$ cat src/hdl/bfiq_pkg.sv
package bfiq_pkg;

    localparam int FILTER_BITS_DEF = 65536;
    localparam int MAX_PROBES_DEF  = 16;

    localparam int SIZE_W  = 17;
    localparam int COUNT_W = 5;
    localparam int KEY_W   = 32;
    localparam int PADDR_W = 3;

    localparam logic [31:0] MIX_C1 = 32'h2c1b3c6d;
    localparam logic [31:0] MIX_C2 = 32'h297a2d39;
    localparam int MIX_SH_A = 15;
    localparam int MIX_SH_B = 12;
    localparam int KEY_SH   = 19;
    localparam int IDX_SH   = 7;

    localparam int DIV_BITS_PER_STEP = 2;
    localparam int DIV_STEPS = 32 / DIV_BITS_PER_STEP;
    localparam int DIV_CNT_W = $clog2(DIV_STEPS);

    localparam logic REG_FILTER_SIZE = 1'b0;
    localparam logic REG_HASH_COUNT  = 1'b1;

    localparam logic FUNC_INSERT = 1'b0;
    localparam logic FUNC_QUERY  = 1'b1;

    typedef enum logic [3:0] {
        S_CLEAR,
        S_IDLE,
        S_MIX1,
        S_MIX2,
        S_MIX3,
        S_DIV,
        S_MEM,
        S_CHK,
        S_RESULT
    } t_state;

    typedef struct packed {
        logic clr_step;
        logic load;
        logic mix1;
        logic mix2;
        logic mix3;
        logic div_step;
        logic mem_wr;
        logic hit_clr;
        logic idx_inc;
        logic out_load;
    } t_cmd;

    typedef struct packed {
        logic clr_done;
        logic k_zero;
        logic is_query;
        logic last_probe;
        logic div_done;
        logic bit_set;
        logic out_free;
    } t_status;

endpackage

$ cat src/hdl/bfiq_ctrl.sv
module bfiq_ctrl (
    input  logic              i_clk,
    input  logic              i_rst_n,
    input  logic              i_accept,
    input  bfiq_pkg::t_status i_status,
    output bfiq_pkg::t_cmd    o_cmd,
    output logic              o_ready
);
    import bfiq_pkg::*;

    t_state r_state, n_state;

    always_ff @(posedge i_clk) begin
        if (!i_rst_n) begin
            r_state <= S_CLEAR;
        end else begin
            r_state <= n_state;
        end
    end

    always_comb begin
        n_state = r_state;
        case (r_state)
            S_CLEAR: begin
                if (i_status.clr_done) n_state = S_IDLE;
            end
            S_IDLE: begin
                if (i_accept) begin
                    if (!i_status.k_zero) n_state = S_MIX1;
                    else if (i_status.is_query) n_state = S_RESULT;
                end
            end
            S_MIX1: n_state = S_MIX2;
            S_MIX2: n_state = S_MIX3;
            S_MIX3: n_state = S_DIV;
            S_DIV: begin
                if (i_status.div_done) n_state = S_MEM;
            end
            S_MEM: begin
                if (i_status.is_query) n_state = S_CHK;
                else if (i_status.last_probe) n_state = S_IDLE;
                else n_state = S_MIX1;
            end
            S_CHK: begin
                if (!i_status.bit_set || i_status.last_probe) n_state = S_RESULT;
                else n_state = S_MIX1;
            end
            S_RESULT: begin
                if (i_status.out_free) n_state = S_IDLE;
            end
            default: n_state = S_IDLE;
        endcase
    end

    always_comb begin
        o_cmd   = '0;
        o_ready = 1'b0;
        case (r_state)
            S_CLEAR: o_cmd.clr_step = 1'b1;
            S_IDLE: begin
                o_ready    = 1'b1;
                o_cmd.load = i_accept;
            end
            S_MIX1: o_cmd.mix1 = 1'b1;
            S_MIX2: o_cmd.mix2 = 1'b1;
            S_MIX3: o_cmd.mix3 = 1'b1;
            S_DIV:  o_cmd.div_step = 1'b1;
            S_MEM: begin
                o_cmd.mem_wr  = !i_status.is_query;
                o_cmd.idx_inc = !i_status.is_query;
            end
            S_CHK: begin
                o_cmd.hit_clr = !i_status.bit_set;
                o_cmd.idx_inc = 1'b1;
            end
            S_RESULT: o_cmd.out_load = i_status.out_free;
            default: ;
        endcase
    end

endmodule

$ cat config.mk
export PLATFORM = sky130hd
export DESIGN_NAME = bfiq_ctrl
export DESIGN_NICKNAME = d
export VERILOG_FILES = /design/src/hdl/bfiq_pkg.sv /design/src/hdl/bfiq_ctrl.sv
export SDC_FILE = /design/constraint.sdc
export NUM_CORES = 1
export LEC_CHECK = 0
export ABC_AREA = 1
export BUFFER_PORTS_ARGS = -buffer_cell sky130_fd_sc_hd__buf_2
export CAP_MARGIN = 15
export CORE_AREA = 2 2 39 41
export CTS_CLUSTER_SIZE = 20
export DETAILED_ROUTE_END_ITERATION = 10
export DIE_AREA = 0 0 41 43
export GPL_TIMING_DRIVEN = 1
export MAX_ROUTING_LAYER = met4
export PLACE_DENSITY = 0.69
export SETUP_SLACK_MARGIN = 0.5
export SLEW_MARGIN = 20
export SYNTH_ARGS = -nofsm -noshare
export SYNTH_HDL_FRONTEND = slang
export SYNTH_SLANG_ARGS = --single-unit
export TNS_END_PERCENT = 100
$ cat constraint.sdc
create_clock -name i_clk -period 1.9 [get_ports i_clk]
set_input_delay 0.285 -clock i_clk [delete_from_list [all_inputs] [get_ports i_clk]]
set_output_delay 0.285 -clock i_clk [all_outputs]
set_load 0.02 [all_outputs]
After elaboration in Yosys (flattened, before gate mapping)
Index checks and enable logic that the tools add are counted.

operators by class
  muxes and demuxes = 21
  equality and inequality tests = 13
  reductions and logical operators = 5

operators by type and width
  kind                count
  $pmux 4 s9          1
  $mux 4              7
  $eq 4x3->1 const B  4
  $mux 1              10
  $eq 4x2->1 const B  2
  $ne 2x2->1 const B  4
  $reduce_and 5->1    1
  $eq 4x1->1 const B  1
  $eq 4x4->1 const B  1
  $logic_not 4->1     1
  $mux 3              1
  $ne 3x3->1 const B  1
  $logic_not 1->1     2
  $mux 2              1
  $pmux 1 s2          1
  $logic_or 1x1->1    1

storage, ports and cells
  word-level logic and storage cells = 40
  output and inout port bits = 11
  bits in registers = 4

Depth between registers and ports, before layout
Gate-level depths: netlist of run 1.

  word-level depth = 4
  depth in mapped cells = 10

Least setup slack after synthesis of run 1
Ideal clock, no wire load.

  kind = register -> output
  start = register r_state[1]
  end = output port o_cmd[0] in the netlist's numbering
  setup slack = 0.393 ns
  data arrival time = 1.222 ns
  cell stages (with the launch flop) = 4
  cells stage by stage = dfxtp_1 nor2_1 inv_1 nor4_1

RTL lines
  element                   RTL line         text
  start: declaration        bfiq_ctrl.sv:11  t_state r_state, n_state;
  start signal: assignment  bfiq_ctrl.sv:17  r_state <= n_state;
  end: declaration          bfiq_ctrl.sv:6   output bfiq_pkg::t_cmd o_cmd,

==> results of run 1 <==
## layout make-up
| cell class | count | area [um2] |
|---|---|---|
| Tap cell | 16 | 20.02 |
| Sequential cell | 4 | 95.09 |
| Fill cell | 158 | 669.4 |
| Clock buffer | 3 | 22.52 |
| Multi-Input combinational cell | 59 | 326.6 |
| Timing Repair Buffer | 26 | 166.4 |
| Inverter | 21 | 83.83 |
## cells in the mapped netlist
| cell type | number | share of area (%) |
|---|---|---|
| inv_2 | 4 | 3.6 |
| dfxtp_1 | 4 | 19 |
| nor2_2 | 5 | 7.4 |
| o22ai_1 | 1 | 1.5 |
| nor4_1 | 1 | 1.5 |
| o21ai_0 | 1 | 1.2 |
| nand2_1 | 16 | 14 |
| nor2_1 | 21 | 19 |
| inv_1 | 17 | 15 |
| nand2_2 | 1 | 1.5 |
| nand3_1 | 11 | 13 |
| a21oi_1 | 1 | 1.2 |
| nand3b_1 | 1 | 1.8 |
## power by group
part	switching, uW	total, uW	internal [uW]	leakage, uW
Clock	34.2	105	70.6	0.0000138
Combinational	315	520	205	0.000361
Sequential	54.6	176	122	0.0000356
## routing by layer
layer	track usage [%]	routed length (um)	vias up
met5	-	0	-
met4	6.000	0	0
met3	1.571	72	0
met2	21.88	655	19
met1	19.29	516	252
li1	-	-	314
## per-stage QoR
step                      power [uW]  utilization (%)  setup WS (ns)
after detailed placement       538.8            39.51         0.5556
after global routing           863.6            51.63         0.4047
after global placement         537.0            39.51         0.5827
after floorplan                440.3                -         0.5733
after CTS                      749.4            47.47         0.4521
final                          801.1            51.63         0.4635
## timing repair
item / in CTS / in global routing
endpoints found under the setup margin: 11 / 9
resized for setup: 22 / 13
pin swaps: 5 / 5
setup buffers: 4 / 2
## final timing paths
check | cells past startpoint | slack [ns] | from | end
setup / recovery | 5 | 0.46 | r_state[2] | o_cmd[1]
hold / removal | 3 | 0.28 | i_rst_n | r_state[3]
setup reg to reg | 9 | 0.66 | r_state[0] | r_state[0]
hold reg to reg | 2 | 0.55 | r_state[3] | r_state[3]
## worst register-to-register path, delay by kind of cell (launching register included)
family | cells | cell delay [ns]
AND/OR/NAND/NOR | 6 | 0.53
flip-flops | 1 | 0.36
buffers and inverters | 3 | 0.26
## cell families (layout without fill, tap and decap cells)
group / after synthesis / after routing
buffers and inverters: 21 / 50
AO/OA/AOI/OAI: 3 / 3
AND/OR/NAND/NOR: 56 / 56
flip-flops: 4 / 4
==> metrics, run 1 <==
Least-Margin Pin Slew 0.1901 ns; CP required 1.62 ns; main combinational cell family by area after synthesis simple AND/OR/NAND/NOR gates; CP peak stage delay 0.38 ns; worst path arrival time 1.15 ns; Max Fclk 696.2 MHz; clock buffer depth 2; CP bufs+invs 2; worst vdd ir 0.6431 mV; max reg flops 4; cts bufs inserted 3; status finished, final reports clean; initial DRC count 11; Gate Count Post-Synth 84; Clk pin slew, worst setup/hold paths 0.04 ns; CTS root buf clkbuf_4; Final ANT Viol Nets 0; RSZ-0062 raised after global routing yes; hpwl dp 849.6 um; Synth Area per Inst 5.005 um2; multiplexer area fraction after synthesis 0%; CTS tree built; hold_buf cts 0; layout cell share with drive strength beyond 1 48.67%; Top Family by Delay on Critical Path flip-flops; grt total ovfl 0; Tot GR Track Use 14.61%; largest reg by FF count r_state; core box area 0.001384 mm2; Synth Area in Compound Gates 3.869%; Rel. slew slack 87.28%; Diodes inserted 0; hold crit path type in -> reg; Port Buffers 20; max-cap check violation count 0; clock skew 0.002207 ns; crit path launch type flip-flop; Hold WS 0.2845 ns; crit path kind reg -> out; initial antenna violation count 0; Post-DP Area 546.8 um2; vias 585; Area growth syn-to-layout 69.94%; first-pass GRT wire length 1.745 mm; clock latency on the worst-skew pair 0.23 ns; Final Cycle Share 75.60%; die extent in x 41 um; Die Area 0.001763 mm2; CTS H-Tree Depth 1; simple-gate area share of the yosys netlist 58.33%; P per Cell Area 1121 mW/mm2; final setup vio count 0; Final TNS setup 0 ns; Pre-Repair DR Iteration Count 4; Placed Cells 120; Seq/Total Area, Yosys 19.05%; via/cell ratio 4.535; syn_nets 94; Tmin final 1.436 ns; most frequent cells in the layout nor2_1 (18), nand2_1 (14), inv_1 (14); Die Y 43 um; # nets final 125; post-synthesis adder-cell area fraction 0%; CP Max Fanout 5; post-synthesis xor/xnor area fraction 0%; register bit total from synthesis 4; largest registers r_state: 4 flops; post-synthesis cell area 420.4 um2; DRT Wirelength 1.245 mm; drt drc 0; fin cells 129; clock sink count 4; Hold Vio Cnt, Final 0; post-route cell area 714.4 um2; fin. max-slew vios 0; wire per inst 9.651 um; worst-path cell chain inv_2 -> nor2_4 -> nand3_4 -> o21ai_2 -> buf_4; count of unique library cells instantiated by Yosys 13; Core Rows 14; static leakage 0.0004102 uW; Starting Density 30.38%; largest net degree at the start of global routing 7; vias in the first global route 462; slowest CP cell dfxtp_4; GP Congestion 0.7687; endpoint type of the worst setup path output port; most common cell after layout, fill and taps aside nor2_1; yosys warns 0; num ports 21
(Power assumes the default switching activity.)
==> run 2, diff against run 1 <==
- PLACE_DENSITY: 0.69 -> 0.71
- clock period: 1.9 -> 1.3 ns (I/O delays scaled with it)
==> run 2 against run 1 <==
  * The flow now finishes with violations (negative setup slack)
  * Largest power group unchanged
  * Combinational power grew 120%
  * Clock power grew 65%
  * Critical path type unchanged
  * First-iteration DRC count shrank 18%
  * Cell area grew 35%
  * Register-to-register slack lost 0.71 ns
  * Sequential cell count is the same
  * Global-route usage grew 5.3 points
  * Clock skew grew 0.015 ns
  * Cell count grew 6.2%
  * Non-clock buffer count grew 7
  * Critical endpoint is now o_cmd[4]
  * Via count grew 9.7%
  * Utilization grew 18 points
==> metrics, run 2 (synthesized netlist as in run 1, its figures left out) <==
status complete, but fails checks; violated checks negative setup slack; Top Layer Used met3; P per Cell Area 1650 mW/mm2; clock buffer depth 2; CTS root buf clkbuf_4; critical path depth 6; worst path arrival time 1.19 ns; Tot GR Track Use 19.88%; cts bufs inserted 3; Area growth syn-to-layout 129.5%; layout cell share with drive strength beyond 1 69.42%; final setup vio count 10; Rel. slew slack 85.46%; clock skew 0.01708 ns; clock latency on the worst-skew pair 0.24 ns; die extent in x 41 um; hpwl dp 921.5 um; clock sink count 4; Final Cycle Share 106.4%; max reg flops 4; # nets final 132; Hold Vio Cnt, Final 0; FF-to-FF path depth 10; Hold WS 0.1900 ns; Final ANT Viol Nets 0; initial DRC count 9; grt total ovfl 0; largest registers r_state: 4 flops; CTS tree built; Place WS 0.09962 ns; initial antenna violation count 0; largest reg by FF count r_state; fin. max-slew vios 0; hold crit path type in -> reg; GP Congestion 0.7824; Max Fclk 722.7 MHz; num ports 21; Port Buffers 20; met2 wire length 868 um; wire per inst 11.20 um; crit path launch type flip-flop; vias in the first global route 571; most used cell, CP buf_4; Diodes inserted 0; vias 642; Die Area 0.001763 mm2; max-cap check violation count 0; CP required 1.11 ns; slowest CP cell dfxtp_4; worst vdd ir 1.218 mV; Clk pin slew, worst setup/hold paths 0.05 ns; largest net degree at the start of global routing 6; slack of the critical path -0.08372 ns; Post-DP Area 671.9 um2; endpoint type of the worst setup path output port; crit path kind reg -> out; most common cell after layout, fill and taps aside buf_6; CP peak stage delay 0.39 ns; Die Y 43 um; Tmin final 1.384 ns; via/cell ratio 4.686; static leakage 0.0004875 uW; most frequent cells in the layout buf_6 (13), nor2_4 (11), nor2_1 (11), buf_4 (11), inv_1 (10); core box area 0.001384 mm2; RSZ-0062 raised after global routing yes; worst-path cell chain inv_4 -> nor2_4 -> buf_4 -> nand2_2 -> inv_2 -> buf_4; Least-Margin Pin Slew 0.2176 ns; Pre-Repair DR Iteration Count 4; hold path depth 3; CP bufs+invs 4; post-route cell area 964.7 um2; met1 WL 617 um; flop2flop setup slack -0.05 ns; Top Family by Delay on Critical Path flip-flops; CTS H-Tree Depth 1; wire length on met3 49 um; drt drc 0; first-pass GRT wire length 2.332 mm; DRT Wirelength 1.535 mm; Core Rows 14; Final TNS setup -0.4345 ns; Starting Density 30.38%; CP Max Fanout 4; overall power 1592 uW
## run 2: changes by cell type in the layout (fill, tap and decap cells not counted), moves of 3 or more
cell     before  now
nand2_1      14    9
nor2_1       18   11
inv_1        14   10
nor2_4        5   11
nand3_1       9    5
buf_2        13    9
buf_6         1   13
nand3_2       1    4
nand2_4       0    3
## run 2: final timing paths
| path | start | to |
|---|---|---|
| worst min-delay path | i_rst_n | r_state[3] |
| worst max-delay path | r_state[2] | o_cmd[4] |
| worst max register to register | r_state[2] | r_state[0] |
| worst min register to register | r_state[3] | r_state[3] |
## run 2: report_power, final
part / switching (uW) / leakage [uW] / total, uW / internal (uW)
clock network: 57.4 / 0.0000150 / 173 / 115
registers: 95.1 / 0.0000356 / 273 / 178
logic: 654 / 0.000437 / 1150 / 491
## run 2: metal layers
metal  track usage [%]  up-vias
met3             6.283        0
li1                  -      330
met2             32.19       12
met5                 -        -
met4             2.000        0
met1             24.19      300
## run 2: what timing repair did
item,4_1_cts,5_1_grt
hold buffers,0,0
hold endpoints to repair,0,0
setup endpoints to repair,15,15
gates resized for setup,34,15
pin swaps,9,12
setup buffers,13,0
## run 2: metrics by stage
stage	util [%]	instances
2_1_floorplan	-	84
3_3_place_gp	48.55	120
3_5_place_dp	48.55	120
4_1_cts	66.09	137
5_1_grt	69.71	137
6_report	69.71	137
## run 2: worst register-to-register path, cell delays in order, from the launching register on
cell and delay, ns:
dfxtp_4 0.39, inv_4 0.05, nor2_4 0.12, nand3_4 0.12
buf_6 0.14, buf_6 0.11, a21oi_2 0.11, nor2_1 0.08
nand2_1 0.06, nand2_1 0.05, inv_1 0.04
## run 2: cell type report
cell class                      instances  area [um2]
Tap cell                               16       20.02
Clock buffer                            4       26.28
Inverter                               21       93.84
Multi-Input combinational cell         59       455.4
Fill cell                              93       419.2
Sequential cell                         4       95.09
Timing Repair Buffer                   33       274.0
==> run 3, diff against run 2 <==
- SKIP_CTS_REPAIR_TIMING: default -> 1
==> run 3 against run 2 <==
  * The flow still finishes with violations (negative setup slack)
  * Combinational power down 12%
  * First-iteration DRC count down 78%
  * Die area unchanged
  * Routed wire length down 17%
  * Cell count down 4.4%
  * Register-to-register slack better by 0.10 ns
  * Cell area down 12%
  * Utilization down 8.5 points
  * Sequential share of layout area up 1.4 points
  * Fmax down 1.4%
  * Largest power group unchanged
  * Power down 9.0%
==> metrics, run 3 (synthesized netlist as in run 1, its figures left out) <==
first-pass GRT wire length 1.642 mm; drt drc 0; Port Buffers 20; CP required 1.11 ns; vias 604; worst-path cell chain inv_2 -> nor2_4 -> nand3_4 -> o21ai_4 -> buf_6; vias in the first global route 458; num ports 21; clock skew 0.01522 ns; hold crit path type in -> reg; CP bufs+invs 2; slowest CP cell dfxtp_4; Rel. slew slack 86.01%; grt total ovfl 0; slack of the critical path -0.1039 ns; layout cell share with drive strength beyond 1 60.87%; Starting Density 30.38%; Place WS 0.09962 ns; status complete, but fails checks; initial antenna violation count 0; Die Y 43 um; largest reg by FF count r_state; largest net degree at the start of global routing 8; sw frac 50.78%; wire length on met3 62 um; Die Area 0.001763 mm2; clock latency on the worst-skew pair 0.24 ns; final setup vio count 9; wire per inst 9.740 um; Pre-Repair DR Iteration Count 4; via/cell ratio 4.611; most common cell after layout, fill and taps aside nor2_1; Core Rows 14; share of power burned in combinational logic 69.7%; Area growth syn-to-layout 101.5%; Final Cycle Share 108.0%; sequential share of power 18.3%; P per Cell Area 1710 mW/mm2; Tmin final 1.404 ns; GP Congestion 0.7824; crit path kind reg -> out; Hold Vio Cnt, Final 0; CP peak stage delay 0.39 ns; violated checks negative setup slack; hpwl dp 921.5 um; cts bufs inserted 3; Post-DP Area 671.9 um2; worst path arrival time 1.21 ns; DRT Wirelength 1.276 mm; clock sink count 4; max-cap check violation count 0; initial DRC count 2; Pint 712.9 uW; worst vdd ir 1.166 mV; most frequent cells in the layout nor2_1 (13), nand2_1 (12), nor2_4 (11), buf_2 (11), inv_1 (10); post-route cell area 847.1 um2; largest registers r_state: 4 flops; Tot GR Track Use 13.90%; Final TNS setup -0.5531 ns; Top Layer Used met4; CTS H-Tree Depth 1; RSZ-0062 raised after global routing yes; met1 WL 540 um; Max Fclk 712.3 MHz; core box area 0.001384 mm2; fin. max-slew vios 0; CP Max Fanout 5; Top Family by Delay on Critical Path flip-flops; crit path launch type flip-flop; Clock power frac 12.0%; Least-Margin Pin Slew 0.2094 ns; max reg flops 4; Final Util 61.21%; endpoint type of the worst setup path output port; met2 wire length 662 um; # nets final 126; static leakage 0.0004362 uW; Clk pin slew, worst setup/hold paths 0.05 ns; die extent in x 41 um; FILL cells 117; Net Sw Power 735.5 uW; CTS tree built; Final ANT Viol Nets 0; CTS root buf clkbuf_4; Diodes inserted 0; clock buffer depth 2
## run 3: cell types whose count changed in the layout (fill, tap and decap cells not counted), moves of 2 or more
| cell | change |
|---|---|
| nand2_1 | +3 |
| nand2_2 | -2 |
| buf_2 | +2 |
| nor2_1 | +2 |
| buf_4 | -2 |
| nor2_2 | -2 |
| buf_6 | -6 |
## run 3: power by group through the flow
stage | clock [uW] | combinational [uW] | sequential (uW)
final | 174 | 1010 | 265
after global routing | 194 | 1090 | 268
after CTS | 177 | 732 | 247
after detailed placement | 0 | 731 | 249
after global placement | 0 | 729 | 249
after floorplan | 0 | 587 | 238
## run 3: worst paths after layout
| check | from | end | slack, ns | cells past startpoint |
|---|---|---|---|---|
| hold reg to reg | r_state[3] | r_state[3] | 0.56 | 2 |
| hold / removal | i_rst_n | r_state[3] | 0.19 | 3 |
| setup reg to reg | r_state[3] | r_state[3] | 0.05 | 8 |
| setup / recovery | r_state[2] | o_cmd[1] | -0.10 | 5 |
## run 3: metal layers
layer	vias to the layer above	track usage, %
met2	14	21.25
li1	313	-
met5	-	-
met4	0	2.000
met3	2	6.283
met1	275	16.77
## run 3: final cells by class
class	count	area (um2)	area share, %
multi-input cells	59	415.4	49.04
well taps	16	20.02	2.363
clock buffers	4	26.28	3.102
inverters	21	88.84	10.49
repair buffers	27	201.4	23.78
flip-flops and latches	4	95.09	11.23
## run 3: through the flow
step           instances  power (uW)  hold slack, ns
4_1_cts              124        1156          0.1948
6_report             131        1448          0.1907
3_3_place_gp         120       978.3          0.4337
3_5_place_dp         120       980.5          0.4362
2_1_floorplan         84       825.3          0.3060
5_1_grt              131        1557          0.2273
## run 3: tightest hold or removal path, cell delays in order
cell     delay [ns]
buf_2          0.10
nand2_1        0.05
nor2_1         0.04
